**src/sv/aiops_pkg.sv**
```systemverilog
`timescale 1ns / 1ps
// ----------------------------------------------------------------------------
// aiops_pkg
// shared types and codes for the arcade i/o port block with its shift register
// ----------------------------------------------------------------------------
package aiops_pkg;

   // command codes
   localparam logic [1:0] CMD_PORT_READ  = 2'd0;
   localparam logic [1:0] CMD_PORT_WRITE = 2'd1;
   localparam logic [1:0] CMD_KEY_EVENT  = 2'd2;

   // port numbers
   localparam logic [7:0] PORT_ZERO   = 8'd0;
   localparam logic [7:0] PORT_INPUT1 = 8'd1;
   localparam logic [7:0] PORT_INPUT2 = 8'd2;
   localparam logic [7:0] PORT_SHIFT  = 8'd3;
   localparam logic [7:0] PORT_DATA   = 8'd4;
   localparam logic [7:0] PORT_SOUND1 = 8'd5;
   localparam logic [7:0] PORT_WDOG   = 8'd6;
   localparam logic [7:0] PORT_OFFSET = 8'd2;

   // key codes
   localparam logic [3:0] KC_FIRE       = 4'd0;
   localparam logic [3:0] KC_ALT_FIRE   = 4'd1;
   localparam logic [3:0] KC_MOVE_LEFT  = 4'd2;
   localparam logic [3:0] KC_MOVE_RIGHT = 4'd3;
   localparam logic [3:0] KC_COIN       = 4'd4;
   localparam logic [3:0] KC_START1     = 4'd5;
   localparam logic [3:0] KC_START2     = 4'd6;
   localparam logic [3:0] KC_QUIT       = 4'd7;

   // player key bit positions
   localparam int KEYS_W        = 6;
   localparam int KEYBIT_COIN   = 0;
   localparam int KEYBIT_START2 = 1;
   localparam int KEYBIT_START1 = 2;
   localparam int KEYBIT_SHOT   = 3;
   localparam int KEYBIT_LEFT   = 4;
   localparam int KEYBIT_RIGHT  = 5;

   // configuration register indexes
   localparam logic [1:0] CSR_SHIPS_SETTING  = 2'd0;
   localparam logic [1:0] CSR_BONUS_AT_1000  = 2'd1;
   localparam logic [1:0] CSR_COIN_INFO_DEMO = 2'd2;
   localparam logic [1:0] CSR_TILT_LEVEL     = 2'd3;

   // configuration reset values
   localparam logic [1:0] SHIPS_SETTING_RST  = 2'd3;
   localparam logic       BONUS_AT_1000_RST  = 1'b1;
   localparam logic       COIN_INFO_DEMO_RST = 1'b0;
   localparam logic       TILT_LEVEL_RST     = 1'b0;

   localparam logic [3:0] BYTE_BITS = 4'd8;

   typedef struct packed {
      logic [1:0] command;
      logic [7:0] port_number;
      logic [7:0] write_byte;
      logic [3:0] key_code;
      logic       key_pressed;
   } req_payload_type;

   typedef struct packed {
      logic [7:0] read_data;
      logic       halt_request;
   } rsp_payload_type;

endpackage

```
**src/sv/arcade_io_ports_with_shifter_unit.sv**
```systemverilog
`timescale 1ns / 1ps
// ----------------------------------------------------------------------------
// arcade_io_ports_with_shifter_unit
// cpu port reads and writes, key events and a 16-bit barrel shift register
// ----------------------------------------------------------------------------
//   channel | direction | handshake           | payload
//   req_    | in        | req_valid/req_stall | req_payload_type
//   rsp_    | out       | rsp_valid/rsp_stall | rsp_payload_type
//   csr_    | in        | csr_write_enable    | csr_index, csr_write_data
//
// one transaction per cycle while req_stall is low; each result appears in
// the output register in the cycle after acceptance. reset is synchronous
// and restores state and configuration. req_stall rises only while a result
// sits in the output register and rsp_stall is high.
// ----------------------------------------------------------------------------
module arcade_io_ports_with_shifter_unit
   import aiops_pkg::*;
(
   input  logic            clock,
   input  logic            reset,
   input  logic            req_valid,
   output logic            req_stall,
   input  req_payload_type req_data,
   output logic            rsp_valid,
   input  logic            rsp_stall,
   output rsp_payload_type rsp_data,
   input  logic            csr_write_enable,
   input  logic [1:0]      csr_index,
   input  logic [1:0]      csr_write_data
);

   logic [15:0]       shift_data_ff, shift_data_in;
   logic [2:0]        shift_offset_ff, shift_offset_in;
   logic [KEYS_W-1:0] player_keys_ff, player_keys_in;
   logic [1:0]        ships_setting_ff;
   logic              bonus_at_1000_ff;
   logic              coin_info_demo_ff;
   logic              tilt_level_ff;
   logic              rsp_valid_ff, rsp_valid_in;
   rsp_payload_type   rsp_data_ff, rsp_data_in;

   logic              accept;
   logic [7:0]        shifted;
   logic [3:0]        shift_amount;

   assign req_stall = rsp_valid_ff & rsp_stall;
   assign accept    = req_valid & ~req_stall;
   assign rsp_valid = rsp_valid_ff;
   assign rsp_data  = rsp_data_ff;

   assign shift_amount = BYTE_BITS - {1'b0, shift_offset_ff};
   assign shifted      = 8'(shift_data_ff >> shift_amount);

   always_comb begin
      shift_data_in   = shift_data_ff;
      shift_offset_in = shift_offset_ff;
      player_keys_in  = player_keys_ff;
      rsp_data_in     = '0;
      unique case (req_data.command)
         CMD_PORT_READ: begin
            unique case (req_data.port_number)
               PORT_ZERO: rsp_data_in.read_data = '0;
               PORT_INPUT1: rsp_data_in.read_data = {1'b0, player_keys_ff[5:3], 1'b1,
                                                     player_keys_ff[2:0]};
               PORT_INPUT2: rsp_data_in.read_data = {coin_info_demo_ff, 3'b000,
                                                     bonus_at_1000_ff, tilt_level_ff,
                                                     ships_setting_ff};
               PORT_SHIFT: rsp_data_in.read_data = shifted;
               default: rsp_data_in.halt_request = 1'b1;
            endcase
         end
         CMD_PORT_WRITE: begin
            unique case (req_data.port_number) inside
               PORT_OFFSET: shift_offset_in = req_data.write_byte[2:0];
               PORT_DATA: shift_data_in = {req_data.write_byte, shift_data_ff[15:8]};
               PORT_SHIFT, PORT_SOUND1, PORT_WDOG: ;
               default: rsp_data_in.halt_request = 1'b1;
            endcase
         end
         CMD_KEY_EVENT: begin
            unique case (req_data.key_code) inside
               KC_FIRE, KC_ALT_FIRE: player_keys_in[KEYBIT_SHOT] = req_data.key_pressed;
               KC_MOVE_LEFT: player_keys_in[KEYBIT_LEFT] = req_data.key_pressed;
               KC_MOVE_RIGHT: player_keys_in[KEYBIT_RIGHT] = req_data.key_pressed;
               KC_COIN: player_keys_in[KEYBIT_COIN] = req_data.key_pressed;
               KC_START1: player_keys_in[KEYBIT_START1] = req_data.key_pressed;
               KC_START2: player_keys_in[KEYBIT_START2] = req_data.key_pressed;
               KC_QUIT: rsp_data_in.halt_request = 1'b1;
               default: ;
            endcase
         end
         default: ;
      endcase
   end

   always_comb begin
      if (accept) begin
         rsp_valid_in = 1'b1;
      end else begin
         rsp_valid_in = rsp_valid_ff & rsp_stall;
      end
   end

   always_ff @(posedge clock) begin
      if (reset) begin
         shift_data_ff     <= '0;
         shift_offset_ff   <= '0;
         player_keys_ff    <= '0;
         rsp_valid_ff      <= 1'b0;
      end else begin
         rsp_valid_ff <= rsp_valid_in;
         if (accept) begin
            shift_data_ff   <= shift_data_in;
            shift_offset_ff <= shift_offset_in;
            player_keys_ff  <= player_keys_in;
         end
      end
   end

   always_ff @(posedge clock) begin
      if (accept) begin
         rsp_data_ff <= rsp_data_in;
      end
   end

   // configuration registers
   always_ff @(posedge clock) begin
      if (reset) begin
         ships_setting_ff  <= SHIPS_SETTING_RST;
         bonus_at_1000_ff  <= BONUS_AT_1000_RST;
         coin_info_demo_ff <= COIN_INFO_DEMO_RST;
         tilt_level_ff     <= TILT_LEVEL_RST;
      end else if (csr_write_enable) begin
         unique case (csr_index)
            CSR_SHIPS_SETTING: ships_setting_ff <= csr_write_data;
            CSR_BONUS_AT_1000: bonus_at_1000_ff <= csr_write_data[0];
            CSR_COIN_INFO_DEMO: coin_info_demo_ff <= csr_write_data[0];
            CSR_TILT_LEVEL: tilt_level_ff <= csr_write_data[0];
            default: ;
         endcase
      end
   end

endmodule
```
**config.mk**
```make
export PLATFORM = sky130hd
export DESIGN_NAME = arcade_io_ports_with_shifter_unit
export DESIGN_NICKNAME = d
export VERILOG_FILES = /design/src/sv/aiops_pkg.sv /design/src/sv/arcade_io_ports_with_shifter_unit.sv
export SDC_FILE = /design/constraint.sdc
export NUM_CORES = 1
export LEC_CHECK = 0
export ABC_AREA = 1
export BUFFER_PORTS_ARGS = -buffer_cell sky130_fd_sc_hd__buf_4
export CORE_ASPECT_RATIO = 0.6
export CORE_MARGIN = 1.5
export CORE_UTILIZATION = 55
export CTS_BUF_LIST = sky130_fd_sc_hd__clkbuf_4
export DETAILED_ROUTE_END_ITERATION = 12
export PLACE_DENSITY = 0.79
export SETUP_SLACK_MARGIN = 0.02
export SLEW_MARGIN = 25
export SYNTH_ARGS = -nofsm -noshare
export SYNTH_HDL_FRONTEND = slang
export SYNTH_SLANG_ARGS = --single-unit
```
**constraint.sdc**
```tcl
create_clock -name clock -period 2.76 [get_ports clock]
set_clock_uncertainty 0.2 [all_clocks]
set_input_delay 0.414 -clock clock [delete_from_list [all_inputs] [get_ports clock]]
set_output_delay 0.414 -clock clock [all_outputs]
set_load 0.02 [all_outputs]
```
After elaboration in Yosys (flattened, before gate mapping). Cells that the tools add are included. W data, S select, Z words.

Register bits: 40. Latch bits: 0. Memory bits (writable): 0. Bits in read-only memories: 0. Logic and storage cells: 63. Memories kept: 0.

$add $sub $neg: 1. Multipliers: 0. Divide/modulo/power cells: 0. $lt $le $gt $ge: 0. Equal/unequal tests: 18. Shift-type cells: 1. Mux-type cells: 6. Bitwise gates (word level): 3. Reductions and logical operators: 19.

Operators by type and width (count): $eq A8 B3 Y1 const B (3); $pmux W8 S3 (1); $reduce_and A3 Y1 (8); $eq A4 B3 Y1 const B (4); $eq A8 B2 Y1 const B (2); $shr A16 B4 Y8 (1); $eq A4 B2 Y1 const B (2); $eq A8 B1 Y1 const B (1); $logic_not A8 Y1 (1); $reduce_and A2 Y1 (4); $eq A2 B2 Y1 const B (3); $reduce_or A5 Y1 (1); $eq A2 B1 Y1 const B (2); $eq A4 B1 Y1 const B (1); $logic_not A2 Y1 (2); $logic_not A4 Y1 (1); $mux W1 (4); $reduce_or A4 Y1 (1); $sub A4 B3 Y4 const A (1); $pmux W1 S3 (1); $and A1 B1 Y1 (2); $reduce_or A2 Y1 (1); $not A1 Y1 (1).

Depth between registers and ports, before layout.
Depth in word-level cells: 4. Depth in mapped cells: 13. Depth with buffers taken out: 11.

Worst setup path after synthesis. OpenSTA, ideal clock, no wires.

Kind: reg-to-reg. Start point: register shift_offset_ff[0]. End point: register rsp_data_ff, in the netlist rsp_data[8], data pin. Setup time: 255 ps. Arrival time: 1660 ps. Setup slack: 645 ps. Cell stages (with the launch flop): 14. Period minus slack after synthesis: 2115 ps. Cell sequence: dfxtp_1 buf_6 inv_4 buf_6 ha_1 inv_2 buf_2 nand3_1 nand3_1 nand2_1 nand2_1 nand2_1 nand2_1 a21oi_2.

Cells in the longest elaborated chain, start to end: 3.

RTL lines: from (decl) (line arcade_io_ports_with_shifter_unit.sv:33) `logic [2:0] shift_offset_ff, shift_offset_in;`; from (signal assigned) (line arcade_io_ports_with_shifter_unit.sv:114) `shift_offset_ff <= shift_offset_in;`; $sub A4 B3 Y4 (line arcade_io_ports_with_shifter_unit.sv:51) `assign shift_amount = BYTE_BITS - {1'b0, shift_offset_ff};`; $shr A16 B4 Y8 (line arcade_io_ports_with_shifter_unit.sv:52) `assign shifted = 8'(shift_data_ff >> shift_amount);`; $pmux W8 S3 (line arcade_io_ports_with_shifter_unit.sv:61) `unique case (req_data.port_number)`; to (signal assigned) (line arcade_io_ports_with_shifter_unit.sv:122) `rsp_data_ff <= rsp_data_in;`; to (decl) (line arcade_io_ports_with_shifter_unit.sv:40) `rsp_payload_type rsp_data_ff, rsp_data_in;`.

No other way between the ends. A chain may end at the register's enable or synchronous reset.

Worst setup path in the final report.
Start point: register shift_offset_ff[0]. End point: register rsp_data_ff, in the netlist rsp_data[3], data pin.

The elaborated chain is that of the path after synthesis.

==> impl_metrics.toml <==
[clock_network]
ctsResizeCount = 0
cts_root_buf = "clkbuf_4"
hold_buffers = 0
cts_setup_buffers = 0
clkLatencyLatePin_ps = 370
cts_max_level = 2
cts.sink_count = 40
cts_tree = "yes"
numCtsBuffers = 5
clk_pin_slew_ps = 120
clockBufferDepth = 2

[setup_path]
reg2reg_from = "shift_offset_ff[0]$_SDFFE_PP0P_"
critPathLaunchType = "flop"
worst-path-buf-inv = 2
cpMostUsedCell = "nand2_1"
crit_chain = "inv_4, ha_1, inv_1, nand2_1, nand2_1, nand3_1, nand2_1, nand2_1, nand2_1, nand2_1, a21oi_1"
crit_family = "simple AND/OR/NAND/NOR gates"
slowest_delay_ps = 350
reg2reg_to = "rsp_data[3]$_SDFFCE_PN0P_"
r2r_cells = 11
required_ps = 2680
end_kind = "flop"
reg2reg_slack_ps = 650
cp_max_fo = 19
crit_type = "flop to flop"
cp_slowest_cell = "dfxtp_1"
arrival_ps = 2030

[drt]
drtPass1Iterations = 5
drc = 0
drt-total-wl_um = 6250
vias = 2553
antenna_left = 0
drtIter0Drc = 431
wl_per_cell_um = 13.2
viasPerCell = 5.39

[cells_and_area]
syn2layout_area_growth_pct = 16.4
final_core_util_pct = 67.3
layout_common_cells = "nand2_1 (114), nor2_1 (55), nand3_1 (54), buf_4 (44), dfxtp_1 (31)"
mostFrequentLayoutCell = "nand2_1"
fillers = 399
regArea_sq_um = 891
nNetsFinal = 447
antenna_cells = 0
drive_gt1_share_pct = 16.4
multi_input_area_sq_um = 1310

[grt]
grt_first_pass_wirelength_um = 9980
grt_max_degree = 28
gr-total-overflow = 0
grt_pass1_vias = 2037
grt_use_total_pct = 28.6
antenna_found_initial = 0

[pwr]
p_seq_share_pct = 59.6
power.density_nw_per_um2 = 372
swShare_pct = 26.6
power_frac_comb_pct = 11.3
ir_worst_vdd_v = 0.000274
switching_power_w = 0.000275
p_clk_share_pct = 29.1
p_leak_nw = 1.23
internal-power_w = 0.000756

[timing]
worstMarginPinSlew_ps = 672
max_freq_ghz = 0.474
rsz0062_at_grt = "no"
maxSlewHeadroom_pct = 55.1
finalCriticalPeriod_ps = 2110
setup_ws_ps = 651
drv_slew = 0
tns_ps = 0
setup_viol = 0
hold_violations = 0
period_share_pct = 76.4

[place]
portBuffers = 42
dp_slack_ps = 612
hpwl_um = 4850
place_congestion = 1.01

[logic_synthesis]
yosysSeqAreaShare_pct = 37.4
netlist_area_sq_um = 2380
syn_inst = 372
syn_nets = 405
ys_ff_latch = 40
yosysUniqueCellTypes = 29
ys.warnings.count = 0
syn_avg_cell_area_sq_um = 6.40

[outcome]
outcome = "finished clean"

[hold_path]
hold_start = "reset"
hold_path_class = "input pin to flop"
holdPathStages = 2
min_to = "player_keys_ff[0]$_SDFFE_PP0P_"

[floorplanning]
die-area_sq_um = 4750
rows = 18
start_util_pct = 57.8
pin_count = 43
core_area_sq_um = 4120
die_h_um = 54.0
fp.dieW_um = 88.0

[job]
drv_cap = 0
==> Yosys cell counts <==
library cell  number  area, sq um
nor3_4             1         16.3
or2_0              1         6.26
or2_2              1         6.26
nor2_1            55          206
inv_2              7         26.3
o211ai_1           2         15.0
buf_2              2         10.0
dfxtp_1           31          621
o21ai_1            9         45.0
clkbuf_1           2         7.51
inv_1             24         90.1
clkbuf_2           1         5.00
nand2_2            2         12.5
buf_4              1         7.51
nand4_1            6         37.5
nor3_1             1         5.00
inv_4              1         6.26
nor2_2             1         6.26
a21oi_1           21          105
a21oi_2            1         8.76
buf_6              3         33.8
nor2_4             1         11.3
edfxtp_1           9          270
nor3_2             2         20.0
o21ai_0           16         80.1
nand3_1           54          270
nand2_1          114          428
ha_1               1         12.5
nor4_1             2         12.5
==> how the worst max path moves through the flow <==
stage	startpoint	to	slack (ps)	depth (start not counted)
after floorplan	shift_offset_ff[0]$_SDFFE_PP0P_	rsp_data[8]$_SDFFCE_PN0P_	640	13
after CTS	shift_offset_ff[0]$_SDFFE_PP0P_	rsp_data[5]$_SDFFCE_PN0P_	680	11
after global routing	shift_offset_ff[0]$_SDFFE_PP0P_	rsp_data[1]$_SDFFCE_PN0P_	460	11
after global placement	rsp_stall	shift_data_ff[8]$_SDFFE_PP0P_	680	10
final	shift_offset_ff[0]$_SDFFE_PP0P_	rsp_data[3]$_SDFFCE_PN0P_	650	11
after detailed placement	rsp_stall	shift_data_ff[5]$_SDFFE_PP0P_	610	10
==> area by class of cell <==
cell class / count / share of cell area, %
tap: 60 / 2.71
clock inverter: 2 / 0.406
sequential: 40 / 32.1
multi-input combinational: 291 / 47.1
inverter: 32 / 4.42
timing repair buffer: 44 / 11.9
clock buffer: 5 / 1.35
==> layer usage <==
layer | share of wire [%] | wire length [um] | GRT usage [%] | vias up
met2 | 36 | 2240 | 34.0 | 126
met5 | 0 | 0 | 0 | -
li1 | - | - | - | 1301
met1 | 53 | 3330 | 47.3 | 1116
met4 | 1.2 | 73 | 8.73 | 0
met3 | 9.7 | 609 | 6.75 | 10
==> flip-flops by register name, summed over array words and instances (netlist names) <==
name,count
bonus_at_1000_ff,1
coin_info_demo_ff,1
player_keys_ff,6
rsp_data,9
rsp_valid,1
shift_data_ff,16
shift_offset_ff,3
ships_setting_ff,2
tilt_level_ff,1
==> cell families (layout without fill, tap and decap cells) <==
family,Yosys count,in the layout,share of synthesized area [%]
simple gates,241,241,43.6
compound gates,49,49,10.7
flops,40,40,37.4
fa+ha+maj,1,1,0.525
buf+inv,41,83,7.83
==> power by group through the flow <==
stage	Sequential [W]	Combinational (W)	Clock, W
after floorplan	0.000636	0.0000447	0
after global placement	0.000627	0.000114	0
after detailed placement	0.000627	0.000116	0
after CTS	0.000614	0.000116	0.000300
after global routing	0.000616	0.000129	0.000323
final	0.000614	0.000117	0.000300
==> through the flow <==
step / cell area (sq um) / hold WS, ps / power (W) / instances
3_3_place_gp: 2720 / 236 / 0.000741 / 467
4_1_cts: 2770 / 50.9 / 0.00103 / 474
3_5_place_dp: 2720 / 241 / 0.000743 / 467
6_report: 2770 / 59.2 / 0.00103 / 474
2_1_floorplan: 2380 / 223 / 0.000681 / 372
5_1_grt: 2770 / 48.9 / 0.00107 / 474
==> worst reg2reg max path: stages (launching register included) <==
cell and delay, ps:
dfxtp_1 350, inv_4 160, ha_1 320, inv_1 130, nand2_1 80, nand2_1 190
nand3_1 160, nand2_1 70, nand2_1 60, nand2_1 50, nand2_1 60, a21oi_1 60
Power figures use the tool's default switching activity.
